===== src/sv/apa_pkg.sv =====
// shared types, constants and helpers of the average precision accumulator
package apa_pkg;

  localparam int COUNT_WIDTH = 16;
  localparam int FRAC_BITS   = 16;
  localparam int CFG_W       = 16;

  localparam int NP_W   = (COUNT_WIDTH < CFG_W) ? COUNT_WIDTH : CFG_W;
  localparam int DEN_W  = COUNT_WIDTH + 1;
  localparam int AREA_W = FRAC_BITS + 1;
  localparam int PREV_W = FRAC_BITS + 2;
  localparam int PROD_W = AREA_W + PREV_W;
  localparam int SUM_W  = PROD_W - FRAC_BITS + 1;
  localparam int CNT_W  = $clog2(FRAC_BITS + 1);

  localparam logic [AREA_W-1:0] Q_ONE   = {1'b1, {FRAC_BITS{1'b0}}};
  localparam logic [PREV_W-1:0] Q_TWO   = {2'b10, {FRAC_BITS{1'b0}}};
  localparam logic [CFG_W-1:0]  NP_INIT = CFG_W'(1);

  typedef struct packed {
    logic [COUNT_WIDTH-1:0] true_positives;
    logic [COUNT_WIDTH-1:0] false_positives;
    logic                   last_row;
  } in_data_t;

  typedef struct packed {
    logic [AREA_W-1:0] area_so_far;
    logic              final_value;
  } out_data_t;

  typedef struct packed {
    logic                   start;
    logic [COUNT_WIDTH-1:0] num;
    logic [DEN_W-1:0]       den;
  } div_req_t;

  typedef struct packed {
    logic              done;
    logic [AREA_W-1:0] quo;
  } div_stat_t;

  // area plus product scaled down by one, saturated at one
  function automatic logic [AREA_W-1:0] sat_add(input logic [AREA_W-1:0] acc,
                                                input logic [PROD_W-1:0] prod);
    logic [SUM_W-1:0] sum;
    sum = SUM_W'(acc) + SUM_W'(prod[PROD_W-1:FRAC_BITS]);
    return (sum > SUM_W'(Q_ONE)) ? Q_ONE : sum[AREA_W-1:0];
  endfunction

endpackage


===== src/sv/apa_div_unit.sv =====
// restoring fraction divider, one quotient bit per cycle, clamped to one
module apa_div_unit (
  input  logic               clk,
  input  logic               rst_n,
  input  apa_pkg::div_req_t  req,
  output apa_pkg::div_stat_t stat
);
  import apa_pkg::*;

  logic [DEN_W-1:0]     rem_r;
  logic [DEN_W-1:0]     rem_nxt;
  logic [DEN_W-1:0]     den_r;
  logic [FRAC_BITS-1:0] quo_r;
  logic [CNT_W-1:0]     cnt_r;
  logic                 sat_r;
  logic                 done_r;
  logic [DEN_W:0]       shifted;
  logic                 ge;

  always_comb begin
    shifted = {rem_r, 1'b0};
    ge      = shifted >= {1'b0, den_r};
    rem_nxt = ge ? DEN_W'(shifted - {1'b0, den_r}) : shifted[DEN_W-1:0];
  end

  always_ff @(posedge clk) begin
    if (!rst_n) begin
      cnt_r  <= '0;
      done_r <= 1'b0;
    end else if (req.start) begin
      cnt_r  <= CNT_W'(FRAC_BITS);
      done_r <= 1'b0;
    end else if (cnt_r != '0) begin
      cnt_r  <= cnt_r - CNT_W'(1);
      done_r <= (cnt_r == CNT_W'(1));
    end else begin
      done_r <= 1'b0;
    end
  end

  always_ff @(posedge clk) begin
    if (req.start) begin
      rem_r <= {1'b0, req.num};
      den_r <= req.den;
      quo_r <= '0;
      // zero divisor or quotient of one or more
      sat_r <= (req.den == '0) || ({1'b0, req.num} >= req.den);
    end else if (cnt_r != '0) begin
      rem_r <= rem_nxt;
      quo_r <= {quo_r[FRAC_BITS-2:0], ge};
    end
  end

  assign stat.done = done_r;
  assign stat.quo  = sat_r ? Q_ONE : {1'b0, quo_r};

  a_done_after_count: assert property (@(posedge clk) disable iff (!rst_n)
    done_r |-> $past(cnt_r) == CNT_W'(1))
    else $error("divider done without finishing its count");
  a_quo_bounded: assert property (@(posedge clk) disable iff (!rst_n)
    done_r |-> stat.quo <= Q_ONE)
    else $error("divider quotient above one");
  a_start_loads: assert property (@(posedge clk) disable iff (!rst_n)
    req.start |=> cnt_r == CNT_W'(FRAC_BITS) && !done_r)
    else $error("divider start did not load the count");

endmodule


===== src/sv/average_precision_accumulator_core.sv =====
// top level: interpolated average precision accumulator over threshold rows
// a row is accepted only in the idle state, so a new row waits until the previous result is taken
// each row runs the shared restoring divider once for recall and once for precision
// reset: synchronous active low; num_positive returns to 1, area and best precision to 0,
//   previous recall to 2.0; a final row also returns the accumulator state to these values
module average_precision_accumulator_core (
  input  logic                      clk,
  input  logic                      rst_n,
  input  logic                      in_valid,
  output logic                      in_stall,
  input  apa_pkg::in_data_t         in_data,
  output logic                      out_valid,
  input  logic                      out_stall,
  output apa_pkg::out_data_t        out_data,
  input  logic                      cfg_we,
  input  logic [apa_pkg::CFG_W-1:0] cfg_data
);
  import apa_pkg::*;

  localparam logic [3:0] S_IDLE = 4'd0;
  localparam logic [3:0] S_RDIV = 4'd1;
  localparam logic [3:0] S_MUL1 = 4'd2;
  localparam logic [3:0] S_ACC1 = 4'd3;
  localparam logic [3:0] S_PDIV = 4'd4;
  localparam logic [3:0] S_MUL2 = 4'd5;
  localparam logic [3:0] S_ACC2 = 4'd6;
  localparam logic [3:0] S_OUT  = 4'd7;

  logic [3:0]             state_r;
  logic [3:0]             state_nxt;
  logic [CFG_W-1:0]       np_r;
  logic [COUNT_WIDTH-1:0] tp_r;
  logic [COUNT_WIDTH-1:0] fp_r;
  logic                   last_r;
  logic [AREA_W-1:0]      recall_r;
  logic [PREV_W-1:0]      prev_r;
  logic [AREA_W-1:0]      best_r;
  logic [AREA_W-1:0]      area_r;
  logic [PROD_W-1:0]      prod_r;
  out_data_t              out_data_r;

  logic                   in_accept;
  logic                   out_accept;
  logic [PREV_W-1:0]      mul_b;
  logic [PROD_W-1:0]      prod_nxt;
  logic [AREA_W-1:0]      area_sum;
  div_req_t               div_req;
  div_stat_t              div_stat;

  assign in_stall   = (state_r != S_IDLE);
  assign in_accept  = in_valid && !in_stall;
  assign out_valid  = (state_r == S_OUT);
  assign out_accept = out_valid && !out_stall;
  assign out_data   = out_data_r;

  // divider requests: recall at accept, precision together with the first area update
  always_comb begin
    div_req.start = in_accept || (state_r == S_ACC1);
    if (state_r == S_ACC1) begin
      div_req.num = tp_r;
      div_req.den = {1'b0, tp_r} + {1'b0, fp_r};
    end else begin
      div_req.num = in_data.true_positives;
      div_req.den = DEN_W'(np_r[NP_W-1:0]);
    end
  end

  apa_div_unit u_div (
    .clk  (clk),
    .rst_n(rst_n),
    .req  (div_req),
    .stat (div_stat)
  );

  // shared multiplier operand: recall drop, or final recall on the tail term
  always_comb begin
    if (state_r == S_MUL1) begin
      mul_b = ({1'b0, recall_r} < prev_r) ? (prev_r - {1'b0, recall_r}) : '0;
    end else begin
      mul_b = last_r ? {1'b0, recall_r} : '0;
    end
    prod_nxt = PROD_W'(best_r) * PROD_W'(mul_b);
    area_sum = sat_add(area_r, prod_r);
  end

  always_comb begin
    state_nxt = state_r;
    case (state_r)
      S_IDLE: if (in_accept) state_nxt = S_RDIV;
      S_RDIV: if (div_stat.done) state_nxt = S_MUL1;
      S_MUL1: state_nxt = S_ACC1;
      S_ACC1: state_nxt = S_PDIV;
      S_PDIV: if (div_stat.done) state_nxt = S_MUL2;
      S_MUL2: state_nxt = S_ACC2;
      S_ACC2: state_nxt = S_OUT;
      S_OUT:  if (out_accept) state_nxt = S_IDLE;
      default: state_nxt = S_IDLE;
    endcase
  end

  always_ff @(posedge clk) begin
    if (!rst_n) begin
      state_r <= S_IDLE;
      np_r    <= NP_INIT;
      best_r  <= '0;
      prev_r  <= Q_TWO;
      area_r  <= '0;
    end else begin
      state_r <= state_nxt;
      if (cfg_we) begin
        np_r <= cfg_data;
      end
      case (state_r)
        S_MUL1: prev_r <= {1'b0, recall_r};
        S_ACC1: area_r <= area_sum;
        S_PDIV: begin
          // empty row leaves best precision alone
          if (div_stat.done && (tp_r != '0 || fp_r != '0) && div_stat.quo > best_r) begin
            best_r <= div_stat.quo;
          end
        end
        S_ACC2: begin
          if (last_r) begin
            best_r <= '0;
            prev_r <= Q_TWO;
            area_r <= '0;
          end else begin
            area_r <= area_sum;
          end
        end
        default: ;
      endcase
    end
  end

  always_ff @(posedge clk) begin
    if (in_accept) begin
      tp_r   <= in_data.true_positives;
      fp_r   <= in_data.false_positives;
      last_r <= in_data.last_row;
    end
    if (state_r == S_RDIV && div_stat.done) begin
      recall_r <= div_stat.quo;
    end
    if (state_r == S_MUL1 || state_r == S_MUL2) begin
      prod_r <= prod_nxt;
    end
    if (state_r == S_ACC2) begin
      out_data_r.area_so_far <= area_sum;
      out_data_r.final_value <= last_r;
    end
  end

  a_accept_starts_div: assert property (@(posedge clk) disable iff (!rst_n)
    in_accept |=> state_r == S_RDIV)
    else $error("accepted request did not start the recall division");
  a_area_bounded: assert property (@(posedge clk) disable iff (!rst_n)
    area_r <= Q_ONE && best_r <= Q_ONE)
    else $error("area or best precision above one");
  a_one_result: assert property (@(posedge clk) disable iff (!rst_n)
    out_accept |=> !out_valid)
    else $error("result presented twice");
  a_div_done_state: assert property (@(posedge clk) disable iff (!rst_n)
    div_stat.done |-> (state_r == S_RDIV || state_r == S_PDIV))
    else $error("divider finished outside a division step");
  a_final_clears: assert property (@(posedge clk) disable iff (!rst_n)
    (state_r == S_ACC2 && last_r) |=> area_r == '0 && prev_r == Q_TWO)
    else $error("final row did not clear the accumulator");

endmodule

===== config.mk =====
export PLATFORM = sky130hd
export DESIGN_NAME = average_precision_accumulator_core
export DESIGN_NICKNAME = d
export VERILOG_FILES = /design/src/sv/apa_pkg.sv /design/src/sv/apa_div_unit.sv /design/src/sv/average_precision_accumulator_core.sv
export SDC_FILE = /design/constraint.sdc
export NUM_CORES = 1
export LEC_CHECK = 0
export ABC_AREA = 0
export BUFFER_PORTS_ARGS = -buffer_cell sky130_fd_sc_hd__clkbuf_2
export CORE_MARGIN = 2
export CORE_UTILIZATION = 55
export DETAILED_ROUTE_END_ITERATION = 6
export PLACE_DENSITY_LB_ADDON = 0.2
export SLEW_MARGIN = 15
export SYNTH_ARGS = -nofsm -noshare
export SYNTH_HDL_FRONTEND = slang
export SYNTH_SLANG_ARGS = --single-unit

===== constraint.sdc =====
create_clock -name clk -period 9.25 [get_ports clk]
set_clock_uncertainty 0.2 [all_clocks]
set_input_delay 1.3875 -clock clk [delete_from_list [all_inputs] [get_ports clk]]
set_output_delay 1.3875 -clock clk [all_outputs]
set_load 0.05 [all_outputs]

; ---- Word-level counts from Yosys, hierarchy flattened
; Index checks and enable logic that the tools add are counted.
[totals]
word_cells = 96
inputBits = 54
register_bits = 232
[op_classes]
order_cmp = 5
bitwise = 2
n_mul = 1
n_eq_ne = 14
mux = 23
n_reduce_logical = 26
add_sub_neg = 5
[op_table]
columns = op, count
row1 = two-way mux 17 bit, 7
row2 = case mux 17 bit (2 select lines), 2
row3 = two-way mux 18 bit, 3
row4 = case mux 18 bit (2 select lines), 1
row5 = multiplier 17 x 18 -> 35 bit, 1
row6 = two-way mux 33 bit, 1
row7 = two-way mux 16 bit, 2
row8 = case mux 4 bit (8 select lines), 1
row9 = nonzero test 16 bit, 2
row10 = adder 17 x 19 -> 20 bit, 1
row11 = "greater-than comparator 20 x 17 -> 1 bit, second input constant", 1
row12 = >= comparator 18 x 17 -> 1 bit, 1
row13 = less-than comparator 17 x 18 -> 1 bit, 1
row14 = subtractor 18 x 17 -> 18 bit, 1
row15 = adder 16 x 16 -> 17 bit, 1
row16 = >= comparator 16 x 17 -> 1 bit, 1
row17 = greater-than comparator 17 bit, 1
row18 = logical NOT 17 bit, 1
row19 = subtractor 17 bit, 1
row20 = "equality test 4 x 3 -> 1 bit, second input constant", 4
row21 = two-way mux 4 bit, 4
row22 = two-way mux 5 bit, 2
row23 = "equality test 4 x 2 -> 1 bit, second input constant", 2
row24 = nonzero test 2 bit, 4
row25 = other kinds (17), 30

; ---- Longest topological paths before layout
[logic_depth]
ltp_word = 6
mapped_depth = 35
mapped_depth_nobuf = 34

; ---- By module
; Synthesis repeated with hierarchy kept, for this count alone.
[unflattened]
cells_unflattened = 2426
area_unflattened_um2 = 22150.0
[modules_own_cells]
columns = module, area_per_inst_um2, cells_each, n_inst
row1 = average_precision_accumulator_core, 18295.0, 1994, 1
row2 = apa_div_unit, 3854.9, 432, 1

; ---- Worst setup path before layout
; No wires, ideal clock.
[synth_timing]
kind = register to register
startpoint = register recall_r[0]
endpoint = register prod_r[29] (data pin)
path_stages_with_launch = 33
slack_ns = 1.025
setup_ns = 0.258
arrival_time_ns = 7.767
synth_period_minus_slack_ns = 8.225
t_required_ns = 8.792
cell_sequence = edfxtp_1 -> ha_1 -> inv_1 -> fa_1 -> a21oi_1 -> o21ai_0 -> a221o_1 -> a211o_1 -> a21oi_1 -> o21bai_1 -> buf_2 -> a32o_1 -> clkbuf_1 -> nand2_1 -> fa_1 -> fa_1 -> fa_1 -> inv_1 -> fa_1 -> fa_1 -> inv_1 -> fa_1 -> inv_1 -> ha_1 -> a21oi_1 -> o211ai_1 -> a211oi_1 -> nor4_1 -> o31a_1 -> o21a_1 -> o21a_1 -> nor2_1 -> xnor2_1
[synth_between]
elab_chain_cells = 4
word_cells_on_any_way = 6
cone_classes = add/sub (1) / mul (1) / order compare (1) / mux (3)
[synth_lines]
columns = item, line_no
row1 = from (decl), average_precision_accumulator_core.sv:35  ; logic [AREA_W-1:0] recall_r;
row2 = from (signal assigned), average_precision_accumulator_core.sv:143  ; recall_r <= div_stat.quo;
row3 = subtractor 18 x 17 -> 18 bit or less-than comparator 17 x 18 -> 1 bit (tied branches), average_precision_accumulator_core.sv:78  ; mul_b = ({1'b0, recall_r} < prev_r) ? (prev_r - {1'b0, recall_r}) : '0;
row4 = two-way mux 18 bit, average_precision_accumulator_core.sv:78
row5 = two-way mux 18 bit *, average_precision_accumulator_core.sv:77  ; if (state_r == S_MUL1) begin
row6 = multiplier 17 x 18 -> 35 bit *, average_precision_accumulator_core.sv:82  ; prod_nxt = PROD_W'(best_r) * PROD_W'(mul_b);
row7 = named net prod_nxt[29], average_precision_accumulator_core.sv:45  ; logic [PROD_W-1:0] prod_nxt;
row8 = to (signal assigned), average_precision_accumulator_core.sv:146  ; prod_r <= prod_nxt;
row9 = to (decl), average_precision_accumulator_core.sv:39  ; logic [PROD_W-1:0] prod_r;
; Mark *: on every way through the listed nets, which the timed path passes. The rest lies on a longest branch.
; A chain may end at the register's enable or synchronous reset.

; ---- Final worst setup path
[layout_timing]
startpoint = register recall_r[0]
endpoint = register prod_r[32] (data pin)
; Same word-level chain as after synthesis.

==> run_results.csv <==
group,metric,value,unit
global_route,antenna_found_initial,0,
clock_network,clockBufferDepth,3,
final_layout,antennaDiodeCount,0,
clock_network,clk_latency,0.57,ns
floorplan,dieWidth,203.2,um
clock_network,cts_buffers,25,
placed_design,dpl.cell_count,2912,
floorplan,die_y,203.2,um
timing,period_share,95.28,%
synth,ys_ff_latch,215,
synth,syn-num-nets,2878,
setup_path,startpoint,"recall_r[0]",
synth,ys_async_sr_fraction,0,%
setup_path,cpPeakStageDelay,0.55,ns
floorplan,initial_core_util,56.08,%
timing,relSlewSlack,27.26,%
hold_path,min-delay-path-class,"reg -> reg",
setup_path,r2r_slack,0.44,ns
final_layout,area_growth_syn_to_layout,8.955,%
floorplan,core,38920,um2
routing,wl_per_cell,17.94,um
setup_path,rr_endpoint,"prod_r[32]",
clock_network,tritoncts,"yes",
timing,fin_tns_setup,0,ns
setup_path,cp_max_fo,16,
synth,synthCells,2373,
final_layout,drive_above_1_share,8.095,%
clock_network,htreeDepth,1,
placed_design,port_buffers,73,
setup_path,cpMostUsedCell,"fa_1",
timing,slew_viol_final,0,
setup_path,setup.worst_path.end,"prod_r[32]",
job,cap_violations,0,
synth,synth-main-ff-cell,"edfxtp_1",
routing,drtIter0Drc,1231,
setup_path,cp-end-kind,"flop",
global_route,grt_usage,26.33,%
floorplan,dieArea,41290,um2
power,power_density,129.7,nW/um2
timing,fin_crit,8.813,ns
clock_network,cts.clk_slew.worst_paths,0.06,ns
routing,vias,16830,
routing,viasPerCell,5.679,
global_route,grt_overflow,0,
clock_network,clock-sinks,215,
outcome,status,"complete, no violations",
synth,yosysWarnings,0,
routing,drt_pass1_iterations,7,
synth,synth_seq_area_share,25.27,%
setup_path,start_kind,"flop",
power,total_power,0.003085,W
setup_path,critPathKind,"reg -> reg",
global_route,grt_max_degree,44,
placed_design,hpwl,41290,um
setup_path,r2r_cells,35,
power,peakVddDrop,189.7,uV
timing,finalHoldViolations,0,
setup_path,worstPathRequired,9.44,ns
synth,syn_area_per_cell,9.197,um2
timing,max_freq,113.5,MHz
setup_path,arrival,9.00,ns
power,p_leak,11.46,nW
synth,synth-edff-count,121,
final_layout,nets,2932,
setup_path,slowest_stage,"fa_1",
routing,wl,53160,um
floorplan,io_pins,74,
timing,tightest_slew,1.088,ns
clock_network,clockRootBuffer,"clkbuf_16",
global_route,first_global_vias,17170,
routing,drtAntennaViolNets,0,
synth,synthDistinctLibCells,72,
placed_design,place_congestion,0.8944,
final_layout,finalNonFillerCells,2964,
timing,setup_violations,0,
synth,synth_area,21820,um2
setup_path,r2r-start,"recall_r[0]",
routing,drc,0,
floorplan,rows,72,
global_route,grt_pass1_wl,87660,um
final_layout,fill_cells,3309,
[routing by layer]
layer  global-route usage (%)  up-vias  wire length (um)
li1                         -     7938                 -
met1                    34.92     8278             22750
met2                    44.58      491             25470
met3                    3.356      127              2880
met4                    9.254        0              2069
met5                        0        -                 0
[critical path, delay by kind of cell, from the launching register on]
family	cells	cell delay [ns]
and+or+nand+nor	4	0.71
AOI/OAI and AO/OA	13	2.53
adders and majority gates	9	3.87
DFF	1	0.37
buffers and inverters	9	0.94
[Yosys cell counts (all sizes together), types with 15 or more instances]
library cell  number  area share [%]
fa               241              22
xor2              29             1.2
nor2b             29            0.87
nand2            329             5.7
dfxtp             94             8.6
inv              371             6.4
xnor2             33             1.3
a211oi            17            0.58
ha               210              12
a21oi             87             2.0
nand4             19            0.54
nand3             33            0.76
nor3              35            0.80
o31ai             15            0.52
o21ai             48             1.1
a22oi             20            0.69
a22o              34             1.4
clkbuf            91             1.6
edfxtp           121              17
and3              25            0.72
a21o              41             1.4
o21a              19            0.69
mux2i             30             1.4
nor2             125             2.1
and2             128             3.7
[timing repair]
action,in CTS,in global routing
pin swaps,0,8
gates resized for setup,1,14
setup endpoints to repair,2,10
hold buffers,0,0
gates cloned,0,0
buffers inserted,0,6
[power by group]
part           total [W]  switching [W]  internal, W
combinational   0.000860       0.000519     0.000341
sequential       0.00120      0.0000651      0.00113
clock            0.00103       0.000423     0.000603
total            0.00308        0.00101      0.00208
[sequential cells by signal (all words and copies together), names as in the netlist]
name and cells:
u_div.quo_r 16, area_r 17, recall_r 17, prev_r 18, u_div.den_r 17, u_div.sat_r 1, best_r 17, np_r 16
out_data 18, last_r 1, u_div.rem_r 17, u_div.cnt_r 5, tp_r 16, fp_r 16, state_r 3, u_div.done_r 1
prod_r 19
[cell usage in the layout (no fill, tap or decap), types with 25 or more instances in the layout]
cell,synthesis,layout
a21o_1,41,41
a21oi_1,86,84
a22o_1,34,30
and2_1,128,128
and3_1,25,25
buf_4,0,51
clkbuf_16,0,25
clkbuf_2,0,73
dfxtp_1,94,94
edfxtp_1,121,121
fa_1,241,241
ha_1,210,209
inv_1,370,370
mux2i_1,30,30
nand2_1,329,329
nand3_1,33,33
nor2_1,125,123
nor2b_1,28,28
nor3_1,35,35
o21ai_0,47,44
xnor2_1,33,33
xor2_1,29,29
[worst min-delay path by stage]
| stage | start | endpoint | depth (start not counted) |
|---|---|---|---|
| 6_report | area_r[3] | area_r[3] | 2 |
| 5_1_grt | area_r[3] | area_r[3] | 2 |
| 4_1_cts | area_r[12] | area_r[12] | 2 |
| 3_5_place_dp | area_r[3] | area_r[3] | 2 |
| 3_3_place_gp | area_r[5] | area_r[5] | 2 |
| 2_1_floorplan | area_r[0] | area_r[0] | 2 |
[kinds of logic (layout without fill, tap and decap cells)]
family | count (synthesis) | in the layout | share of synthesized area, %
AOI/OAI and AO/OA | 358 | 358 | 11.28
DFF | 215 | 215 | 25.27
xor gates and xnor gates | 62 | 62 | 2.488
adders and majority gates | 451 | 451 | 34.15
buffers and inverters | 470 | 543 | 8.135
muxes | 33 | 33 | 1.531
and+or+nand+nor | 784 | 784 | 17.15
[through the flow]
| step | setup slack (ns) | area [um2] | utilization (%) | hold WS, ns |
|---|---|---|---|---|
| 2_1_floorplan | 1.025 | 21820 | - | 0.2315 |
| 3_3_place_gp | 0.1377 | 22820 | 58.64 | 0.2441 |
| 3_5_place_dp | -0.06010 | 22820 | 58.64 | 0.2513 |
| 4_1_cts | 0.1389 | 23670 | 60.81 | 0.2652 |
| 5_1_grt | -0.04476 | 23780 | 61.10 | 0.2864 |
| 6_report | 0.4365 | 23780 | 61.10 | 0.2582 |
[area by class of cell]
class | count | area, um2 | share of cell area [%]
clock buffer | 32 | 671.9 | 2.826
clock inverter | 14 | 170.2 | 0.7156
inverter | 372 | 1396 | 5.872
multi-input combinational | 1688 | 14610 | 61.44
sequential | 215 | 5515 | 23.19
tap | 518 | 648.1 | 2.726
timing repair buffer | 125 | 768.2 | 3.231
(Power assumes the default switching activity.)
